$ cat src/hw/rtl/rsf_pkg.sv
// Shared types and constants for the repeat suppression filter.
`default_nettype none

package rsf_pkg;

    typedef enum logic [1:0] {
        FUNC_VALUE   = 2'd0,
        FUNC_TICK    = 2'd1,
        FUNC_FLUSH   = 2'd2,
        FUNC_CONNECT = 2'd3
    } func_t;

    localparam logic REPEAT_FLAG = 1'b1;
    localparam logic [15:0] MAX_COUNT_RESET = 16'd100;

    typedef struct packed {
        logic [1:0]  func;
        logic [63:0] sample_value;
        logic [63:0] sample_stamp;
        logic [63:0] host_time;
    } in_word_t;

    typedef struct packed {
        logic [63:0] out_value;
        logic [63:0] out_stamp;
        logic        out_is_repeat;
        logic [15:0] out_repeat_count;
        logic        out_last;
    } out_word_t;

    typedef struct packed {
        logic first;
        logic second;
    } res_valid_t;

endpackage

`default_nettype wire

$ cat src/hw/rtl/rsf_step.sv
// Per-word decision logic: next filter state and up to two result words.
`default_nettype none

module rsf_step #(
    parameter int VALUE_BITS = 64,
    parameter int STAMP_BITS = 64,
    parameter int COUNT_BITS = 16
) (
    input  rsf_pkg::in_word_t    in_word,
    input  logic [15:0]          max_count,
    input  logic [VALUE_BITS-1:0] held_value,
    input  logic [STAMP_BITS-1:0] held_stamp,
    input  logic                 held_valid,
    input  logic [COUNT_BITS-1:0] tally,
    input  logic                 seen,
    input  logic                 last_was_rep,
    input  logic [STAMP_BITS-1:0] last_rep_stamp,
    output logic [VALUE_BITS-1:0] held_value_next,
    output logic [STAMP_BITS-1:0] held_stamp_next,
    output logic                 held_valid_next,
    output logic [COUNT_BITS-1:0] tally_next,
    output logic                 seen_next,
    output logic                 last_was_rep_next,
    output logic [STAMP_BITS-1:0] last_rep_stamp_next,
    output rsf_pkg::out_word_t   res0,
    output rsf_pkg::out_word_t   res1,
    output rsf_pkg::res_valid_t  res_valid
);

    localparam logic [COUNT_BITS-1:0] CEIL = {COUNT_BITS{1'b1}};

    rsf_pkg::func_t        func_sel;
    logic [VALUE_BITS-1:0] value_in;
    logic [STAMP_BITS-1:0] stamp_in;
    logic [STAMP_BITS-1:0] now_in;
    logic                  match;
    logic [COUNT_BITS-1:0] tally_inc;
    logic [31:0]           tally_w;
    logic [31:0]           tally_inc_w;
    logic                  count_emit;
    logic                  flush_emit;
    logic [STAMP_BITS-1:0] rep_now;
    logic [STAMP_BITS-1:0] rep_smp;
    logic [STAMP_BITS-1:0] lrs_eff;
    logic                  lwr_eff;
    logic [STAMP_BITS-1:0] new_stamp;
    rsf_pkg::out_word_t    pass_word;

    assign func_sel    = rsf_pkg::func_t'(in_word.func);
    assign value_in    = in_word.sample_value[VALUE_BITS-1:0];
    assign stamp_in    = in_word.sample_stamp[STAMP_BITS-1:0];
    assign now_in      = in_word.host_time[STAMP_BITS-1:0];
    assign match       = held_valid && (held_value == value_in);
    assign tally_inc   = (tally == CEIL) ? tally : tally + COUNT_BITS'(1);
    assign tally_w     = 32'(tally);
    assign tally_inc_w = 32'(tally_inc);
    assign count_emit  = held_valid && ((tally_inc_w >= 32'(max_count)) || (tally_inc == CEIL));
    assign flush_emit  = held_valid && (tally != '0);
    assign rep_now     = (now_in > held_stamp) ? now_in : held_stamp;
    assign rep_smp     = (stamp_in > held_stamp) ? stamp_in : held_stamp;
    assign lrs_eff     = flush_emit ? rep_smp : last_rep_stamp;
    assign lwr_eff     = flush_emit | last_was_rep;
    assign new_stamp   = (lwr_eff && (stamp_in < lrs_eff)) ? lrs_eff : stamp_in;

    always_comb begin
        pass_word                  = '0;
        pass_word.out_value        = 64'(value_in);
        pass_word.out_stamp        = 64'(new_stamp);
        pass_word.out_is_repeat    = 1'b0;
        pass_word.out_repeat_count = '0;
        pass_word.out_last         = 1'b1;
    end

    always_comb begin
        held_value_next     = held_value;
        held_stamp_next     = held_stamp;
        held_valid_next     = held_valid;
        tally_next          = tally;
        seen_next           = seen;
        last_was_rep_next   = last_was_rep;
        last_rep_stamp_next = last_rep_stamp;
        res0                = '0;
        res1                = '0;
        res_valid           = '0;
        res0.out_value      = 64'(held_value);
        res0.out_is_repeat  = rsf_pkg::REPEAT_FLAG;
        res0.out_last       = 1'b1;

        unique case (func_sel)
            rsf_pkg::FUNC_VALUE: begin
                if (match) begin
                    tally_next = tally_inc;
                    if (count_emit) begin
                        held_stamp_next        = rep_now;
                        last_was_rep_next      = 1'b1;
                        last_rep_stamp_next    = rep_now;
                        tally_next             = '0;
                        seen_next              = 1'b1;
                        res0.out_stamp         = 64'(rep_now);
                        res0.out_repeat_count  = tally_inc_w[15:0];
                        res_valid.first        = 1'b1;
                    end
                end else begin
                    held_value_next     = value_in;
                    held_stamp_next     = new_stamp;
                    held_valid_next     = 1'b1;
                    tally_next          = '0;
                    seen_next           = 1'b1;
                    last_was_rep_next   = 1'b0;
                    last_rep_stamp_next = lrs_eff;
                    res_valid.first     = 1'b1;
                    if (flush_emit) begin
                        res0.out_stamp        = 64'(rep_smp);
                        res0.out_repeat_count = tally_w[15:0];
                        res0.out_last         = 1'b0;
                        res1                  = pass_word;
                        res_valid.second      = 1'b1;
                    end else begin
                        res0 = pass_word;
                    end
                end
            end
            rsf_pkg::FUNC_TICK: begin
                if (seen) begin
                    seen_next = 1'b0;
                end else begin
                    tally_next = tally_inc;
                    if (count_emit) begin
                        held_stamp_next        = rep_now;
                        last_was_rep_next      = 1'b1;
                        last_rep_stamp_next    = rep_now;
                        tally_next             = '0;
                        seen_next              = 1'b1;
                        res0.out_stamp         = 64'(rep_now);
                        res0.out_repeat_count  = tally_inc_w[15:0];
                        res_valid.first        = 1'b1;
                    end
                end
            end
            rsf_pkg::FUNC_FLUSH: begin
                held_valid_next = 1'b0;
                if (flush_emit) begin
                    held_stamp_next        = rep_now;
                    last_was_rep_next      = 1'b1;
                    last_rep_stamp_next    = rep_now;
                    tally_next             = '0;
                    seen_next              = 1'b1;
                    res0.out_stamp         = 64'(rep_now);
                    res0.out_repeat_count  = tally_w[15:0];
                    res_valid.first        = 1'b1;
                end
            end
            rsf_pkg::FUNC_CONNECT: begin
                held_valid_next = 1'b0;
            end
            default: begin
                held_valid_next = held_valid;
            end
        endcase
    end

endmodule

`default_nettype wire

$ cat src/hw/rtl/repeat_suppression_filter.sv
// Top level of the repeat suppression filter: state, output slot and pending slot.
//
// Input words arrive on s_valid/s_ready/s_word: a value sample, a scan tick,
// a flush, or a connect reset. Result words leave on m_valid/m_ready/m_word;
// out_last marks the final word caused by one input word.
// max_repeat_count is written through cfg_wr_en/cfg_wr_data while idle;
// the user must keep to this, as the block does not enforce it. The first
// result word of an input word is registered into the output register when
// that word is accepted. The filter accepts one input word per cycle while
// the receiver takes words; an input word that causes two results (repeat
// sample followed by a new value) holds the second in a pending slot, and
// input is held off until that slot drains. When the receiver stalls, the
// output register holds its word, s_ready drops and nothing is lost.
// Reset (aresetn low, synchronous) clears the held sample, the repeat tally,
// both output slots, and sets max_repeat_count to 100.
`default_nettype none

module repeat_suppression_filter #(
    parameter int VALUE_BITS = 64,
    parameter int STAMP_BITS = 64,
    parameter int COUNT_BITS = 16
) (
    input  logic                aclk,
    input  logic                aresetn,
    input  logic                cfg_wr_en,
    input  logic [15:0]         cfg_wr_data,
    input  logic                s_valid,
    output logic                s_ready,
    input  rsf_pkg::in_word_t   s_word,
    output logic                m_valid,
    input  logic                m_ready,
    output rsf_pkg::out_word_t  m_word
);

    logic [15:0]           max_count_reg;
    logic [VALUE_BITS-1:0] held_value_reg;
    logic [STAMP_BITS-1:0] held_stamp_reg;
    logic                  held_valid_reg;
    logic [COUNT_BITS-1:0] tally_reg;
    logic                  seen_reg;
    logic                  last_was_rep_reg;
    logic [STAMP_BITS-1:0] last_rep_stamp_reg;

    logic [VALUE_BITS-1:0] held_value_next;
    logic [STAMP_BITS-1:0] held_stamp_next;
    logic                  held_valid_next;
    logic [COUNT_BITS-1:0] tally_next;
    logic                  seen_next;
    logic                  last_was_rep_next;
    logic [STAMP_BITS-1:0] last_rep_stamp_next;

    rsf_pkg::out_word_t    res0;
    rsf_pkg::out_word_t    res1;
    rsf_pkg::res_valid_t   res_valid;

    logic                  m_valid_reg;
    rsf_pkg::out_word_t    m_word_reg;
    logic                  pend_valid_reg;
    rsf_pkg::out_word_t    pend_word_reg;
    logic                  s_fire;

    rsf_step #(
        .VALUE_BITS (VALUE_BITS),
        .STAMP_BITS (STAMP_BITS),
        .COUNT_BITS (COUNT_BITS)
    ) u_step (
        .in_word             (s_word),
        .max_count           (max_count_reg),
        .held_value          (held_value_reg),
        .held_stamp          (held_stamp_reg),
        .held_valid          (held_valid_reg),
        .tally               (tally_reg),
        .seen                (seen_reg),
        .last_was_rep        (last_was_rep_reg),
        .last_rep_stamp      (last_rep_stamp_reg),
        .held_value_next     (held_value_next),
        .held_stamp_next     (held_stamp_next),
        .held_valid_next     (held_valid_next),
        .tally_next          (tally_next),
        .seen_next           (seen_next),
        .last_was_rep_next   (last_was_rep_next),
        .last_rep_stamp_next (last_rep_stamp_next),
        .res0                (res0),
        .res1                (res1),
        .res_valid           (res_valid)
    );

    assign s_ready = !pend_valid_reg && (!m_valid_reg || m_ready);
    assign s_fire  = s_valid && s_ready;
    assign m_valid = m_valid_reg;
    assign m_word  = m_word_reg;

    always_ff @(posedge aclk) begin
        if (!aresetn) begin
            max_count_reg      <= rsf_pkg::MAX_COUNT_RESET;
            held_value_reg     <= '0;
            held_stamp_reg     <= '0;
            held_valid_reg     <= 1'b0;
            tally_reg          <= '0;
            seen_reg           <= 1'b0;
            last_was_rep_reg   <= 1'b0;
            last_rep_stamp_reg <= '0;
            m_valid_reg        <= 1'b0;
            pend_valid_reg     <= 1'b0;
        end else begin
            if (cfg_wr_en) begin
                max_count_reg <= cfg_wr_data;
            end
            if (s_fire) begin
                held_value_reg     <= held_value_next;
                held_stamp_reg     <= held_stamp_next;
                held_valid_reg     <= held_valid_next;
                tally_reg          <= tally_next;
                seen_reg           <= seen_next;
                last_was_rep_reg   <= last_was_rep_next;
                last_rep_stamp_reg <= last_rep_stamp_next;
                if (res_valid.first) begin
                    m_valid_reg    <= 1'b1;
                    m_word_reg     <= res0;
                    pend_valid_reg <= res_valid.second;
                    pend_word_reg  <= res1;
                end else begin
                    m_valid_reg <= m_valid_reg && !m_ready;
                end
            end else if (m_valid_reg && m_ready) begin
                // advance pending word into the output slot
                m_valid_reg    <= pend_valid_reg;
                m_word_reg     <= pend_word_reg;
                pend_valid_reg <= 1'b0;
            end
        end
    end

endmodule

`default_nettype wire
$ cat config.mk
export PLATFORM = sky130hd
export DESIGN_NAME = repeat_suppression_filter
export DESIGN_NICKNAME = d
export VERILOG_FILES = /design/src/hw/rtl/rsf_pkg.sv /design/src/hw/rtl/rsf_step.sv /design/src/hw/rtl/repeat_suppression_filter.sv
export SDC_FILE = /design/constraint.sdc
export NUM_CORES = 2
export LEC_CHECK = 0
export ABC_CLOCK_PERIOD_IN_PS = 13200
export BUFFER_PORTS_ARGS = -buffer_cell sky130_fd_sc_hd__buf_2
export CELL_PAD_IN_SITES_DETAIL_PLACEMENT = 2
export CELL_PAD_IN_SITES_GLOBAL_PLACEMENT = 2
export CORE_ASPECT_RATIO = 0.6
export CORE_UTILIZATION = 38
export DETAILED_ROUTE_END_ITERATION = 8
export PLACE_DENSITY = 0.84
export RECOVER_POWER = 25
export SYNTH_ARGS = -nofsm -noshare
export SYNTH_HDL_FRONTEND = slang
export SYNTH_SLANG_ARGS = --single-unit
$ cat constraint.sdc
create_clock -name aclk -period 13.2 [get_ports aclk]
set_clock_uncertainty 0.05 [all_clocks]
set_input_delay 1.32 -clock aclk [delete_from_list [all_inputs] [get_ports aclk]]
set_output_delay 1.32 -clock aclk [all_outputs]
set_load 0.01 [all_outputs]
==> impl_metrics.tcl <==
set metrics [dict create \
    drt_pass1_iterations 6 \
    power.sequential.fraction 0.425 \
    fin_crit_sh 0.692 \
    synth_ff_type "sky130_fd_sc_hd__edfxtp_1" \
    sw_frac_of_total 0.320 \
    die_width_um 379 \
    gp_congestion 0.873 \
    placement.cell_area_mm2 0.0351 \
    synth-warning-count 0 \
    postCtsHoldBufs 0 \
    worstHoldPathType "reg2reg" \
    min_delay_path_depth 2 \
    final.setup.tns_ns 0 \
    synth_top_area_share 0.255 \
    postCtsResizedCells 0 \
    vert_die_dim_um 228 \
    synth_cell_type_count 77 \
    design.die.area_mm2 0.0863 \
    setup.worst_path.class "in2reg" \
    clock_tree_from_tritoncts "built" \
    htree_num_levels 2 \
    synth-edff-count 275 \
    largest_reg_flops 146 \
    regToRegSetupSlack_ns 4.34 \
    async_reset_ff_frac 0 \
    outcome "finished with violations" \
    drt_iter0_markers 2896 \
    ratio_of_cells_with_drive_above_1_in_the_final_layout 0.133 \
    slew_viol_final 270 \
    pin_count_of_the_biggest_net_entering_global_routing 165 \
    synth_top_area_cell "sky130_fd_sc_hd__edfxtp_1" \
    preCtsSetupSlack_ns 3.63 \
    track_usage 0.325 \
    synthTopCellsByArea "sky130_fd_sc_hd__edfxtp_1 (26%), sky130_fd_sc_hd__dfxtp_1 (14%), sky130_fd_sc_hd__ha_1 (8.3%)" \
    via_per_inst 6.40 \
    worst_r2r_startpoint "held_stamp_reg[49]" \
    ctsRootBufferMaster "sky130_fd_sc_hd__clkbuf_16" \
    setup_viol_count_final 0 \
    grt.overflow.total 0 \
    design.final.nets 4097 \
    post_layout_nonfiller_instances 4865 \
    power.total_mw 4.06 \
    ys_seq_elements 504 \
    maxCapViolCount 6 \
    clkLatencyLatePin_ns 0.67 \
    post_detailed_route_count_of_antenna_violating_nets 0 \
    ios 363 \
    path_clk_slew_ns 0.07 \
    final.setup.worst_slack_ns 4.07 \
    combinationalPowerShare 0.188 \
    cts-buffers-inserted 54 \
    timing.critical_path.required_ns 13.53 \
    headroom_to_the_max_slew_limit -1.75 \
    numPortBuffers 362 \
    cts_post_setup_buffers_inserted 0 \
    ir_drop_uv 97.6 \
    area_delta_synth_final_pct 13.1 \
    p_switching_mw 1.30 \
    static-leakage-power_nw 13.6 \
    initial_core_util 0.385 \
    rows 82 \
    syn_inst 3468 \
    layout_min_cycle_time_ns 9.13 \
    core_region_area_mm2 0.0839 \
    antenna_found_initial 23 \
    violations "max-capacitance violations, max-slew violations" \
    first_pass_grt_wire_length_mm 215 \
    drt_drc_violations_left 0 \
    pwr-share-clk 0.387 \
    timing.final.hold_violations 0 \
    detailed_place_hpwl_mm 94.9 \
    post_syn_nets 3897 \
    tritoncts_num_sinks 504 \
    logic_depth_of_the_worst_register_to_register_path 22 \
    cellPowerDensity_mw_per_mm2 111 \
    rr_endpoint "pend_word_reg[68]" \
    crit_fanout 69 \
    cell_int_power_mw 2.76 \
    finalWirelength_mm 144 \
    final_cell_mix "sky130_fd_sc_hd__nand2_1 (344), sky130_fd_sc_hd__edfxtp_1 (275), sky130_fd_sc_hd__o21ai_0 (236)" \
    post_drt_wl_per_cell_um 29.6 \
    worstHoldStart "pend_valid_reg" \
    clock.fmax_mhz 109 \
    endpoint_kind "flip-flop" \
    routed-via-count 31200 \
    post_synth_instance_area_mm2 0.0324 \
    cts_max_path_buffers 3 \
    post_synth.cell_area_avg_um2 9.33 \
    grt_pass1_vias 32700 \
    dpl.cell_count 4746 \
    rsz0062_at_grt "no" \
    layout_commonest_cell "sky130_fd_sc_hd__nand2_1" \
    synth-seq-area-share 0.397 \
    final_area_mm2 0.0366 \
    worstPathArrival_ns 9.46 \
    timing_worst_slew_pin_value_ns 4.12 \
    hold_path_end "pend_valid_reg" \
    crit_path_start_kind "primary input" \
]
[routing by layer]
| metal | track usage | part of all wire |
|---|---|---|
| met1 | 0.479 | 0.47 |
| met5 | 0 | 0.000049 |
| met2 | 0.488 | 0.44 |
| met3 | 0.0523 | 0.068 |
| met4 | 0.0870 | 0.022 |
[area by class of cell]
cell class | instances | area [µm²]
Multi-Input combinational cell | 2588 | 18200
Antenna cell | 20 | 50.0
Clock buffer | 74 | 1470
Clock inverter | 25 | 223
Sequential cell | 504 | 12800
Fill cell | 9207 | 47300
Timing Repair Buffer | 408 | 1980
Inverter | 112 | 422
Tap cell | 1134 | 1420
[critical path, cell delays in order]
cell and delay (ns):
sky130_fd_sc_hd__buf_2 0.15, sky130_fd_sc_hd__ha_1 0.34, sky130_fd_sc_hd__nand4_1 0.26, sky130_fd_sc_hd__nor4_1 0.91
sky130_fd_sc_hd__a31oi_1 0.18, sky130_fd_sc_hd__a31oi_1 0.19, sky130_fd_sc_hd__a21oi_1 0.16, sky130_fd_sc_hd__a21oi_4 0.18
sky130_fd_sc_hd__buf_4 0.75, sky130_fd_sc_hd__mux2i_1 0.31, sky130_fd_sc_hd__a21o_1 0.28, sky130_fd_sc_hd__ha_1 0.29
sky130_fd_sc_hd__nand3_1 0.15, sky130_fd_sc_hd__nor4_1 0.80, sky130_fd_sc_hd__nand2_1 0.24, sky130_fd_sc_hd__or3_1 0.45
sky130_fd_sc_hd__nor4_1 0.30, sky130_fd_sc_hd__a21bo_1 0.35, sky130_fd_sc_hd__nand3_4 0.80, sky130_fd_sc_hd__buf_4 0.71
sky130_fd_sc_hd__a211o_1 0.19, sky130_fd_sc_hd__a21oi_1 0.07
[power groups by stage]
stage | clock, mW | sequential (mW) | combinational (mW)
after CTS | 1.59 | 1.72 | 0.748
after global routing | 1.65 | 1.73 | 0.810
final | 1.57 | 1.72 | 0.763
after floorplan | 0 | 1.75 | 0.451
after global placement | 0 | 1.75 | 0.713
after detailed placement | 0 | 1.76 | 0.741
[synthesized netlist by cell type (6+ instances only)]
cell type,n
sky130_fd_sc_hd__o221a_2,64
sky130_fd_sc_hd__a31oi_1,73
sky130_fd_sc_hd__nor3_1,83
sky130_fd_sc_hd__dfxtp_1,229
sky130_fd_sc_hd__buf_1,33
sky130_fd_sc_hd__xor2_1,12
sky130_fd_sc_hd__mux2i_1,205
sky130_fd_sc_hd__buf_6,6
sky130_fd_sc_hd__a211o_1,128
sky130_fd_sc_hd__clkbuf_1,181
sky130_fd_sc_hd__o221ai_2,60
sky130_fd_sc_hd__nand3_1,177
sky130_fd_sc_hd__inv_1,112
sky130_fd_sc_hd__a2bb2oi_1,65
sky130_fd_sc_hd__nor4_1,27
sky130_fd_sc_hd__ha_1,214
sky130_fd_sc_hd__o21a_1,7
sky130_fd_sc_hd__buf_2,42
sky130_fd_sc_hd__or4_1,7
sky130_fd_sc_hd__o221ai_1,8
sky130_fd_sc_hd__nand2_1,346
sky130_fd_sc_hd__a211oi_1,14
sky130_fd_sc_hd__a21o_1,84
sky130_fd_sc_hd__o31ai_1,68
sky130_fd_sc_hd__o22ai_1,6
sky130_fd_sc_hd__and2_1,65
sky130_fd_sc_hd__a2111oi_0,8
sky130_fd_sc_hd__nand2b_1,12
sky130_fd_sc_hd__nor2b_1,7
sky130_fd_sc_hd__nor2_1,195
sky130_fd_sc_hd__o211ai_1,8
sky130_fd_sc_hd__nand4_1,61
sky130_fd_sc_hd__o21ai_0,236
sky130_fd_sc_hd__xnor2_1,44
sky130_fd_sc_hd__edfxtp_1,275
sky130_fd_sc_hd__a22oi_1,9
sky130_fd_sc_hd__a21oi_1,228
[how the worst max path moves through the flow]
stage / endpoint / cells after the start / start
2_1_floorplan: m_word[0] / 13 / tally_reg[0]
3_3_place_gp: pend_word_reg[68] / 22 / s_word[115]
3_5_place_dp: pend_word_reg[44] / 21 / s_word[115]
4_1_cts: pend_word_reg[44] / 22 / s_word[115]
5_1_grt: pend_word_reg[55] / 22 / s_word[115]
6_report: pend_word_reg[68] / 22 / s_word[115]
[logic make-up (layout without fill, tap and decap cells)]
| family | Yosys count | after routing | share of synthesized area |
|---|---|---|---|
| multiplexers | 208 | 208 | 0.0645 |
| buffers and inverters | 376 | 619 | 0.0468 |
| AND/OR/NAND/NOR | 1006 | 1006 | 0.144 |
| XOR/XNOR | 56 | 56 | 0.0152 |
| AO/OA/AOI/OAI | 1104 | 1104 | 0.249 |
| other | 0 | 20 | 0 |
| flip-flops | 504 | 504 | 0.397 |
| adder cells (fa/ha/maj) | 214 | 214 | 0.0828 |
[metrics by stage]
stage / utilization / hold slack (ns)
2_1_floorplan: - / 0.386
3_3_place_gp: 0.418 / 0.405
3_5_place_dp: 0.418 / 0.409
4_1_cts: 0.438 / 0.429
5_1_grt: 0.436 / 0.461
6_report: 0.436 / 0.428
No activity file was read; power rests on OpenSTA's default activity.
